===== config.mk =====
export PLATFORM = sky130hd
export DESIGN_NAME = tfds_div
export DESIGN_NICKNAME = d
export VERILOG_FILES = /design/src/rtl/tfds_pkg.sv /design/src/rtl/tfds_div.sv
export SDC_FILE = /design/constraint.sdc
export NUM_CORES = 1
export LEC_CHECK = 0
export BUFFER_PORTS_ARGS = -buffer_cell sky130_fd_sc_hd__buf_4
export CAP_MARGIN = 20
export CORE_MARGIN = 4
export CORE_UTILIZATION = 61
export DETAILED_ROUTE_END_ITERATION = 10
export HOLD_SLACK_MARGIN = 0.06
export PLACE_DENSITY = 0.82
export SLEW_MARGIN = 20
export SYNTH_ARGS = -nofsm -noshare
export SYNTH_HDL_FRONTEND = slang
export SYNTH_SLANG_ARGS = --single-unit

===== constraint.sdc =====
create_clock -name clk -period 4.7 [get_ports clk]
set_input_delay 0.47 -clock clk [delete_from_list [all_inputs] [get_ports clk]]
set_output_delay 0.47 -clock clk [all_outputs]
set_load 0.005 [all_outputs]

===== src/rtl/tfds_pkg.sv =====
package tfds_pkg;

	// default raster size
	localparam int WIDTH_DEF  = 512;
	localparam int HEIGHT_DEF = 512;

	// register map
	localparam logic REG_CLEAR_DEPTH = 1'b0;

	// depth after reset, 1.0 with 16 fraction bits
	localparam logic signed [23:0] CLEAR_RESET = 24'sd65536;

	// corner colour derivation
	localparam logic [31:0] COL_B_ADD = 32'd123123;
	localparam logic [31:0] COL_B_MUL = 32'd123124;
	localparam logic [31:0] COL_C_MUL = 32'd13124;
	localparam logic [31:0] RB_MASK   = 32'h00ff00ff;
	localparam logic [31:0] G_MASK    = 32'h0000ff00;

	// divider geometry
	localparam int DIV_NW = 60;   // dividend bits
	localparam int DIV_DW = 36;   // divisor bits
	localparam int DIV_QW = 24;   // quotient bits
	localparam logic [4:0] DEPTH_STEPS  = 5'd24;
	localparam logic [4:0] FACTOR_STEPS = 5'd9;

	typedef enum logic [4:0] {
		ST_CLEAR,
		ST_IDLE,
		ST_PIX,
		ST_POS,
		ST_EDGE,
		ST_MUL,
		ST_SIGN,
		ST_W0,
		ST_COLB,
		ST_COLC,
		ST_NUM,
		ST_DGO,
		ST_DWAIT,
		ST_FGO,
		ST_FWAIT,
		ST_SHADE,
		ST_EMIT
	} state_t;

	typedef struct packed {
		logic       start;
		logic [4:0] steps;
	} div_req_t;

	typedef struct packed {
		logic done;
		logic rem_nz;
	} div_rsp_t;

	// scale one colour word by f/256 per channel
	function automatic logic [31:0] scale_color(input logic [31:0] col, input logic [8:0] f);
		logic [31:0] rb;
		logic [31:0] g;
		begin
			rb = (((col & RB_MASK) * 32'(f)) >> 8) & RB_MASK;
			g  = (((col & G_MASK) * 32'(f)) >> 8) & G_MASK;
			return rb | g;
		end
	endfunction

	// per channel add with saturation, alpha dropped
	function automatic logic [23:0] add_sat(input logic [23:0] p, input logic [31:0] q);
		logic [8:0] b;
		logic [8:0] gg;
		logic [8:0] r;
		begin
			b  = 9'(p[7:0]) + 9'(q[7:0]);
			gg = 9'(p[15:8]) + 9'(q[15:8]);
			r  = 9'(p[23:16]) + 9'(q[23:16]);
			if (b[8]) b = 9'h0ff;
			if (gg[8]) gg = 9'h0ff;
			if (r[8]) r = 9'h0ff;
			return {r[7:0], gg[7:0], b[7:0]};
		end
	endfunction

endpackage


===== src/rtl/tfds_div.sv =====
module tfds_div (
	input  logic                          clk,
	input  logic                          arst_n,
	input  tfds_pkg::div_req_t            req,
	input  logic [tfds_pkg::DIV_NW-1:0]   dividend,
	input  logic [tfds_pkg::DIV_DW-1:0]   divisor,
	output tfds_pkg::div_rsp_t            rsp,
	output logic [tfds_pkg::DIV_QW-1:0]   quotient
);
	import tfds_pkg::*;

	logic              busy_q;
	logic              done_q;
	logic [4:0]        cnt_q;
	logic [DIV_NW-1:0] rem_q;
	logic [DIV_NW-1:0] dsh_q;
	logic [DIV_QW-1:0] quo_q;
	logic              fits;

	assign fits = rem_q >= dsh_q;

	// control: one quotient bit per cycle
	always_ff @(posedge clk or negedge arst_n) begin
		if (!arst_n) begin
			busy_q <= 1'b0;
			done_q <= 1'b0;
			cnt_q  <= '0;
		end else begin
			done_q <= 1'b0;
			if (req.start) begin
				busy_q <= 1'b1;
				cnt_q  <= req.steps;
			end else if (busy_q) begin
				cnt_q <= cnt_q - 5'd1;
				if (cnt_q == 5'd1) begin
					busy_q <= 1'b0;
					done_q <= 1'b1;
				end
			end
		end
	end

	// shift-subtract datapath
	always_ff @(posedge clk) begin
		if (req.start) begin
			rem_q <= dividend;
			dsh_q <= DIV_NW'(divisor) << (req.steps - 5'd1);
			quo_q <= '0;
		end else if (busy_q) begin
			if (fits) rem_q <= rem_q - dsh_q;
			quo_q <= {quo_q[DIV_QW-2:0], fits};
			dsh_q <= dsh_q >> 1;
		end
	end

	assign rsp.done   = done_q;
	assign rsp.rem_nz = rem_q != '0;
	assign quotient   = quo_q;

	a_done_after_busy: assert property (@(posedge clk) disable iff (!arst_n)
		done_q |-> $past(busy_q) && !busy_q)
		else $error("divider done without a run");
	a_no_restart: assert property (@(posedge clk) disable iff (!arst_n)
		busy_q |-> !req.start)
		else $error("divider restarted while busy");
	a_steps_range: assert property (@(posedge clk) disable iff (!arst_n)
		req.start |-> req.steps != 5'd0 && req.steps <= 5'(DIV_QW))
		else $error("divider step count out of range");
endmodule


Word-level counts from Yosys, hierarchy flattened --
Cells that the tools add are included.
Word-level totals: bits in registers 151, output and inout port bits 26
Operators by class: $lt $le $gt $ge 1, mux-type cells 13, equal/unequal tests 1, reductions and logical operators 4, shift-type cells 1, add/sub/neg operators 3
Operators with widths (count):
- 60-bit two-way mux | 5
- 60-bit greater-or-equal comparator | 1
- 60-bit nonzero test | 1
- 36-bit by 5-bit left shift with 60-bit output | 1
- 60-bit subtractor | 1
- 5-bit two-way mux | 2
- 5-bit by 1-bit subtractor with 5-bit output, second input constant | 2
- 1-bit two-way mux | 6
- 5-bit by 1-bit equality test with 1-bit output, second input constant | 1
- 2-bit nonzero test | 2
- 2-bit AND reduction | 1

Longest topological paths before layout --
Gate-level depths: netlist (run 1).
depth after elaboration 4, depth in mapped cells 16, depth with buffers taken out 13

Least setup slack after synthesis (run 1) --
OpenSTA, ideal clock, no wires.
path type in2reg, from input req[0] (netlist name), to register dsh_q[20] (data pin), data arrival time 3.410 ns, library setup time 0.267 ns, path slack 1.024 ns, required time 4.433 ns, path buffers 6, stages 13, cell sequence buf_2 buf_2 inv_1 clkbuf_1 ha_1 clkbuf_1 buf_1 buf_2 mux4_2 mux2i_1 mux2i_1 a221oi_1 a21oi_1
Between the ends: cells in the longest elaborated chain, start to end 3
Ends and longest elaborated chain:
- start: declaration | RTL line tfds_div.sv:4 | input tfds_pkg::div_req_t req,
- 5-bit by 1-bit subtractor with 5-bit output | RTL line tfds_div.sv:47 | dsh_q <= DIV_NW'(divisor) << (req.steps - 5'd1);
- 36-bit by 5-bit left shift with 60-bit output | RTL line tfds_div.sv:47
- 60-bit two-way mux | RTL line tfds_div.sv:45 | if (req.start) begin
- end signal: assignment | RTL line tfds_div.sv:47
- end signal: assignment | RTL line tfds_div.sv:52 | dsh_q <= dsh_q >> 1;
- end: declaration | RTL line tfds_div.sv:16 | logic [DIV_NW-1:0] dsh_q;
Every way passes these cells. A chain may end at the register's enable or synchronous reset.

Worst setup path in the final report (run 1) --
from register rem_q[0], to register rem_q[29] (enable)
Between the ends: cells in the longest elaborated chain, start to end 3
Ends and longest elaborated chain:
- start: declaration | RTL line tfds_div.sv:15 | logic [DIV_NW-1:0] rem_q;
- start signal: assignment | RTL line tfds_div.sv:46 | rem_q <= dividend;
- start signal: assignment | RTL line tfds_div.sv:50 | if (fits) rem_q <= rem_q - dsh_q;
- 60-bit greater-or-equal comparator | RTL line tfds_div.sv:20 | assign fits = rem_q >= dsh_q;
- 2-bit nonzero test (no line)
- 2-bit AND reduction (no line)
Every way passes these cells.

==> results.toml, run 1 <==
[worst_setup_path]
r2r-start = "rem_q[0]"
critical_path_class = "reg2reg"
startpoint = "rem_q[0]"
worstPathRequired_ns = 4.84
cp-end-kind = "flop"
path_max_fanout = 34
startpoint_type = "flop"
crit_arrival_ns = 4.16

[power_and_ir_drop]
vdd_drop_max_uv = 383
p_leak_nw = 5.96
total_power_w = 0.00865
powerDensity_nw_per_um2 = 625

[cts]
cts_root_buf = "clkbuf_16"
clk_latency_ns = 0.44
clock_sinks = 151
clkTransAtPathRegs_ns = 0.07
clk_path_buf_depth = 2
cts_tree = "built"
cts_buffers = 17
cts_resized = 0
htreeDepth = 4
postCtsHoldBufs = 1
post-cts-setup-buffers = 0

[layout]
final_util = 0.711
antennaDiodeCount = 0
n_fill_cell = 1561
area_growth_pct = 14.6
final_nets = 1657
final_cell_area_sq_um = 13800
drive_gt1_frac = 0.160

[yosys]
syn_inst = 1410
synth-main-ff-cell = "edfxtp_1"
synth_top_area_cell = "edfxtp_1"
synth_top_area_frac = 0.298
synth_edf_count = 120
synth_most_common_cell = "nand2_1"
ys_types = 75
yosys_warnings = 0
ys_top_cells_by_area = "edfxtp_1, nand2_1, ha_1"
syn_avg_cell_area_sq_um = 8.56
yosysSeqAreaShare = 0.353
synth_nets = 1578
synth_area_sq_um = 12100
synthTopCellsByCount = "nand2_1, o21ai_0, edfxtp_1"
async_reset_ff_frac = 0.0464
synth-seq-cells = 151

[detailed_routing]
viasPerCell = 6.35
wl_per_cell_microns = 19.6
drc = 0
wl_mm = 34.5
ant_nets = 0
drt_iter0_markers = 1207
drt_pass1_iterations = 6
num_vias = 11200

[global_routing]
grt_max_degree = 99
grt_pass1_vias = 10400
grt_pass1_wl_mm = 54.8
antenna_found_initial = 0
overflow = 0
track_usage = 0.312

[die]
core_sq_um = 19500
io_pins = 130
fp.dieArea_sq_um = 22100
placementRows = 51
dieHeight_microns = 149
die_x_microns = 149
start_util = 0.620

[placement]
routabilityCongestion = 0.960
dpl_cell_area_sq_um = 13200
placement.io_buffers = 129
place_hpwl_mm = 26.3

[sta]
worst_slew_pin_slew_ns = 0.890
slew_headroom = 0.407
hold_viol = 0
rsz0062_at_grt = "no"
finalSetupTns_ns = 0
setup_viol = 0
fin_worst_skew_ns = 0.0124
timing.final.crit_share = 0.855
fin_crit_ns = 4.02
max_freq_mhz = 249
drv_slew = 0

[run_status]
outcome = "complete, no violations"

[flow_run]
maxCapViolations = 0

[min_path]
hold_start = "req[1]"
min_path_type = "in2reg"
==> sequential cells by signal (all words and copies together), names as in the netlist <==
name	flops
cnt_q	5
done_q	1
busy_q	1
rem_q	60
dsh_q	60
quotient	24
==> layout by cell type, fill, tap and decap left out, types with 25 or more instances in the layout <==
| cell type | count |
|---|---|
| xnor2_1 | 29 |
| buf_4 | 148 |
| nand2_1 | 217 |
| inv_1 | 90 |
| a21o_1 | 30 |
| ha_1 | 63 |
| nor2_1 | 97 |
| a21oi_1 | 105 |
| edfxtp_1 | 120 |
| mux2i_1 | 60 |
| o22ai_1 | 25 |
| o21ai_0 | 135 |
==> through the flow <==
step	hold slack [ns]	cells	setup WS [ns]
2_1_floorplan	0.174	1410	1.02
3_3_place_gp	0.289	1734	0.846
3_5_place_dp	0.292	1734	0.750
4_1_cts	0.268	1767	0.737
5_1_grt	0.304	1767	0.383
6_report	0.270	1767	0.682
==> worst max-delay path, cell delays in order, from the launching register on <==
cell,delay [ns]
edfxtp_1,0.40
inv_1,0.07
ha_1,0.15
inv_1,0.05
fa_1,0.42
a211oi_2,0.24
o21ai_1,0.17
a21oi_1,0.35
o21ai_2,0.18
a22oi_1,0.33
o21ai_1,0.24
a21boi_1,0.33
o21ai_0,0.17
or2_2,0.30
buf_4,0.27
==> logic make-up (layout without fill, tap and decap cells) <==
kind of cell | count (synthesis) | after routing | share of synthesized area
flops | 151 | 151 | 0.353
simple gates | 450 | 450 | 0.168
xor+xnor | 57 | 57 | 0.0413
fa+ha+maj | 64 | 64 | 0.0669
compound gates | 419 | 419 | 0.214
buf+inv | 180 | 272 | 0.0592
mux | 89 | 89 | 0.0982
==> metal layers <==
layer	track usage	wire [microns]
met2	0.482	15300
met5	0	0
met3	0.0576	3370
met1	0.452	14800
met4	0.0878	1020
==> final timing paths <==
check / endpoint / slack, ns / cells after the start
worst min register to register: quotient[23] / 0.51 / 2
worst max register to register: rem_q[29] / 0.68 / 14
worst min-delay path: cnt_q[1] / 0.27 / 3
worst max-delay path: rem_q[29] / 0.68 / 14
max in group asynchronous: cnt_q[2] / 4.20 / 2
min in group asynchronous: cnt_q[0] / 0.38 / 2
==> final cells by class <==
cell class / instances / area (sq um) / area share
Timing Repair Buffer: 150 / 1130 / 0.0818
Sequential cell: 151 / 4260 / 0.308
Tap cell: 265 / 332 / 0.0240
Multi-Input combinational cell: 1079 / 7150 / 0.517
Clock buffer: 17 / 425 / 0.0307
Clock inverter: 15 / 199 / 0.0144
Inverter: 90 / 338 / 0.0244
==> report_power, final <==
part           total, W  leakage, nW  switching, W  internal [W]
combinational   0.00490         4.08       0.00302       0.00187
clock           0.00143        0.302      0.000694      0.000731
sequential      0.00232         1.58      0.000275       0.00205
total           0.00865         5.96       0.00399       0.00465
(Power assumes the default switching activity.)
==> run 2: changes to the inputs <==
--- a/config.mk
+++ b/config.mk
@@ -5,13 +5,14 @@
 export SDC_FILE = /design/constraint.sdc
 export NUM_CORES = 1
 export LEC_CHECK = 0
+export ABC_AREA = 1
 export BUFFER_PORTS_ARGS = -buffer_cell sky130_fd_sc_hd__buf_4
 export CAP_MARGIN = 20
 export CORE_MARGIN = 4
-export CORE_UTILIZATION = 61
+export CORE_UTILIZATION = 62
 export DETAILED_ROUTE_END_ITERATION = 10
 export HOLD_SLACK_MARGIN = 0.06
-export PLACE_DENSITY = 0.82
+export PLACE_DENSITY = 0.83
 export SLEW_MARGIN = 20
 export SYNTH_ARGS = -nofsm -noshare
 export SYNTH_HDL_FRONTEND = slang
==> run 2 against run 1 <==
Clock power grew 3%. Worst setup slack improved by 0.61 ns. First-iteration DRC count up 49%. Die area up 12%. Count of clock-buffer cells in the layout unchanged. Via count up 34%. Critical path depth rose by 1. Area after synthesis grew 15%. Register-to-register slack gained 0.61 ns. Sequential power hardly changed. Sequential cell count did not move. Utilization down 0.29 points.
==> results.toml, run 2 <==
[run_status]
outcome = "complete, no violations"

[cts]
clk_path_buf_depth = 2
clkTransAtPathRegs_ns = 0.09
htreeDepth = 4
clock_sinks = 151
cts_tree = "built"
cts_buffers = 17
cts_root_buf = "clkbuf_16"
cts_resized = 0
post-cts-setup-buffers = 0
clk_latency_ns = 0.44

[layout]
final_nets = 2448
final_cell_area_sq_um = 15500
drive_gt1_frac = 0.0959
regArea_sq_um = 4260
n_fill_cell = 1923
final_cell_mix = "nand2_1, inv_1, nand3_1"
layout_commonest_cell = "nand2_1"
multiInputGateArea_sq_um = 7780
area_growth_pct = 11.8
antennaDiodeCount = 0

[worst_setup_path]
worstPathRequired_ns = 4.87
r2r_end = "rem_q[18]"
slowest_delay_ns = 0.66
r2r-start = "rem_q[0]"
cp_slowest_cell = "nand3_2"
cp-end-kind = "flop"
path_max_fanout = 35
startpoint_type = "flop"
critical_path_class = "reg2reg"
reg2reg_slack_ns = 1.29
crit_arrival_ns = 3.58
reg2regPathDepth = 15
cp_cell_sequence = "inv_1 > ha_1 > inv_1 > fa_1 > nand2_1 > nand3_1 > nand3_1 > nand2_2 > nand2_1 > nand2_2 > nand3_2 > nand3_1 > nand2_1 > nand3_2 > buf_12"

[die]
core_sq_um = 21900
io_pins = 130
start_util = 0.633
dieHeight_microns = 158
fp.dieArea_sq_um = 24800
placementRows = 54
die_x_microns = 158

[power_and_ir_drop]
powerDensity_nw_per_um2 = 657
vdd_drop_max_uv = 266
p_leak_nw = 7.99

[detailed_routing]
drc = 0
num_vias = 15000
drt_pass1_iterations = 6
ant_nets = 0
viasPerCell = 5.83
wl_per_cell_microns = 18.3
drt_iter0_markers = 1803
wl_mm = 47.2

[yosys]
ys_types = 48
synth_area_sq_um = 13900
synth_top_area_cell = "edfxtp_1"
synth_most_common_cell = "nand2_1"
async_reset_ff_frac = 0.0464
synth-seq-cells = 151
syn_inst = 2189
yosysSeqAreaShare = 0.307
ys_top_cells_by_area = "edfxtp_1, nand2_1, inv_1"
syn_avg_cell_area_sq_um = 6.33
synth_top_area_frac = 0.260
synth_edf_count = 120
synth-main-ff-cell = "edfxtp_1"
synth_nets = 2357
yosys_warnings = 0
synthTopCellsByCount = "nand2_1, inv_1, nand3_1"

[global_routing]
antenna_found_initial = 0
grt_pass1_wl_mm = 72.2
overflow = 0
track_usage = 0.379
grt_max_degree = 76
grt_pass1_vias = 13800

[placement]
routabilityCongestion = 1.09
place_hpwl_mm = 37.8
dpl_cell_area_sq_um = 14900
placement.io_buffers = 129

[sta]
finalSetupTns_ns = 0
worst_slew_pin_slew_ns = 0.876
drv_slew = 0
fin_crit_ns = 3.41
rsz0062_at_grt = "no"
hold_viol = 0
setup_viol = 0
slew_headroom = 0.415
timing.final.crit_share = 0.726
fin_worst_skew_ns = 0.0172
max_freq_mhz = 293

[min_path]
hold_end = "cnt_q[4]"
hold_depth = 3
hold_start = "req[4]"
min_path_type = "in2reg"

[flow_run]
maxCapViolations = 0
## run 2: cells by family (layout without fill, tap and decap cells)
| logic type | count (synthesis) | after routing | synth area share |
|---|---|---|---|
| adder cells (fa/ha/maj) | 64 | 64 | 0.0583 |
| buffers and inverters | 446 | 550 | 0.132 |
| XOR/XNOR | 20 | 20 | 0.0145 |
| multiplexers | 5 | 5 | 0.00361 |
| AND/OR/NAND/NOR | 1232 | 1232 | 0.370 |
| flip-flops | 151 | 151 | 0.307 |
| AO/OA/AOI/OAI | 271 | 271 | 0.114 |
## run 2: report_power, final
| part | internal [W] | switching (W) |
|---|---|---|
| registers | 0.00203 | 0.000263 |
| clock network | 0.000737 | 0.000745 |
| logic | 0.00201 | 0.00440 |
| total | 0.00478 | 0.00541 |
## run 2: worst max-delay path by stage
stage	end	depth (start not counted)	from	slack (ns)
6_report	rem_q[18]	15	rem_q[0]	1.29
5_1_grt	rem_q[28]	15	rem_q[0]	1.12
4_1_cts	rem_q[18]	15	rem_q[0]	1.33
3_5_place_dp	rem_q[11]	15	rem_q[0]	1.36
3_3_place_gp	dsh_q[15]	9	req[0]	1.41
2_1_floorplan	rem_q[0]	14	rem_q[0]	0.83
## run 2: layout make-up
| cell class | instances | area share |
|---|---|---|
| multi-input combinational | 1592 | 0.502 |
| sequential | 151 | 0.275 |
| inverter | 379 | 0.0923 |
| timing repair buffer | 139 | 0.0683 |
| clock buffer | 17 | 0.0274 |
| tap | 280 | 0.0226 |
| clock inverter | 15 | 0.0128 |
## run 2: repair_timing
item / CTS / global route
endpoints found under the setup margin: 0 / 0
hold buffers: 1 / 0
hold endpoints to repair: 7 / 0
## run 2: metal layers
metal | part of all wire | vias up | global-route usage | routed length [microns]
met5 | 0.0014 | - | 0.0179 | 64
met4 | 0.042 | 2 | 0.142 | 1990
met3 | 0.12 | 142 | 0.103 | 5670
met2 | 0.43 | 890 | 0.580 | 20400
met1 | 0.40 | 6771 | 0.513 | 19000
li1 | - | 7194 | - | -
## run 2: worst max-delay path: cells and delay by family (launching register included)
family	cells	cell delay (ns)
and+or+nand+nor	10	1.52
adders and majority gates	2	0.56
DFF	1	0.41
buffers and inverters	3	0.62
## run 2: metrics by stage
| step | utilization | hold WS [ns] | setup WS [ns] | cells | total power, W |
|---|---|---|---|---|---|
| finish | 0.708 | 0.283 | 1.29 | 2573 | 0.0102 |
| global route | 0.708 | 0.286 | 1.12 | 2573 | 0.0110 |
| CTS | 0.708 | 0.281 | 1.33 | 2573 | 0.00993 |
| detailed placement | 0.679 | 0.287 | 1.36 | 2540 | 0.00844 |
| global placement | 0.679 | 0.286 | 1.41 | 2540 | 0.00828 |
| floorplan | - | 0.174 | 0.830 | 2189 | 0.00664 |
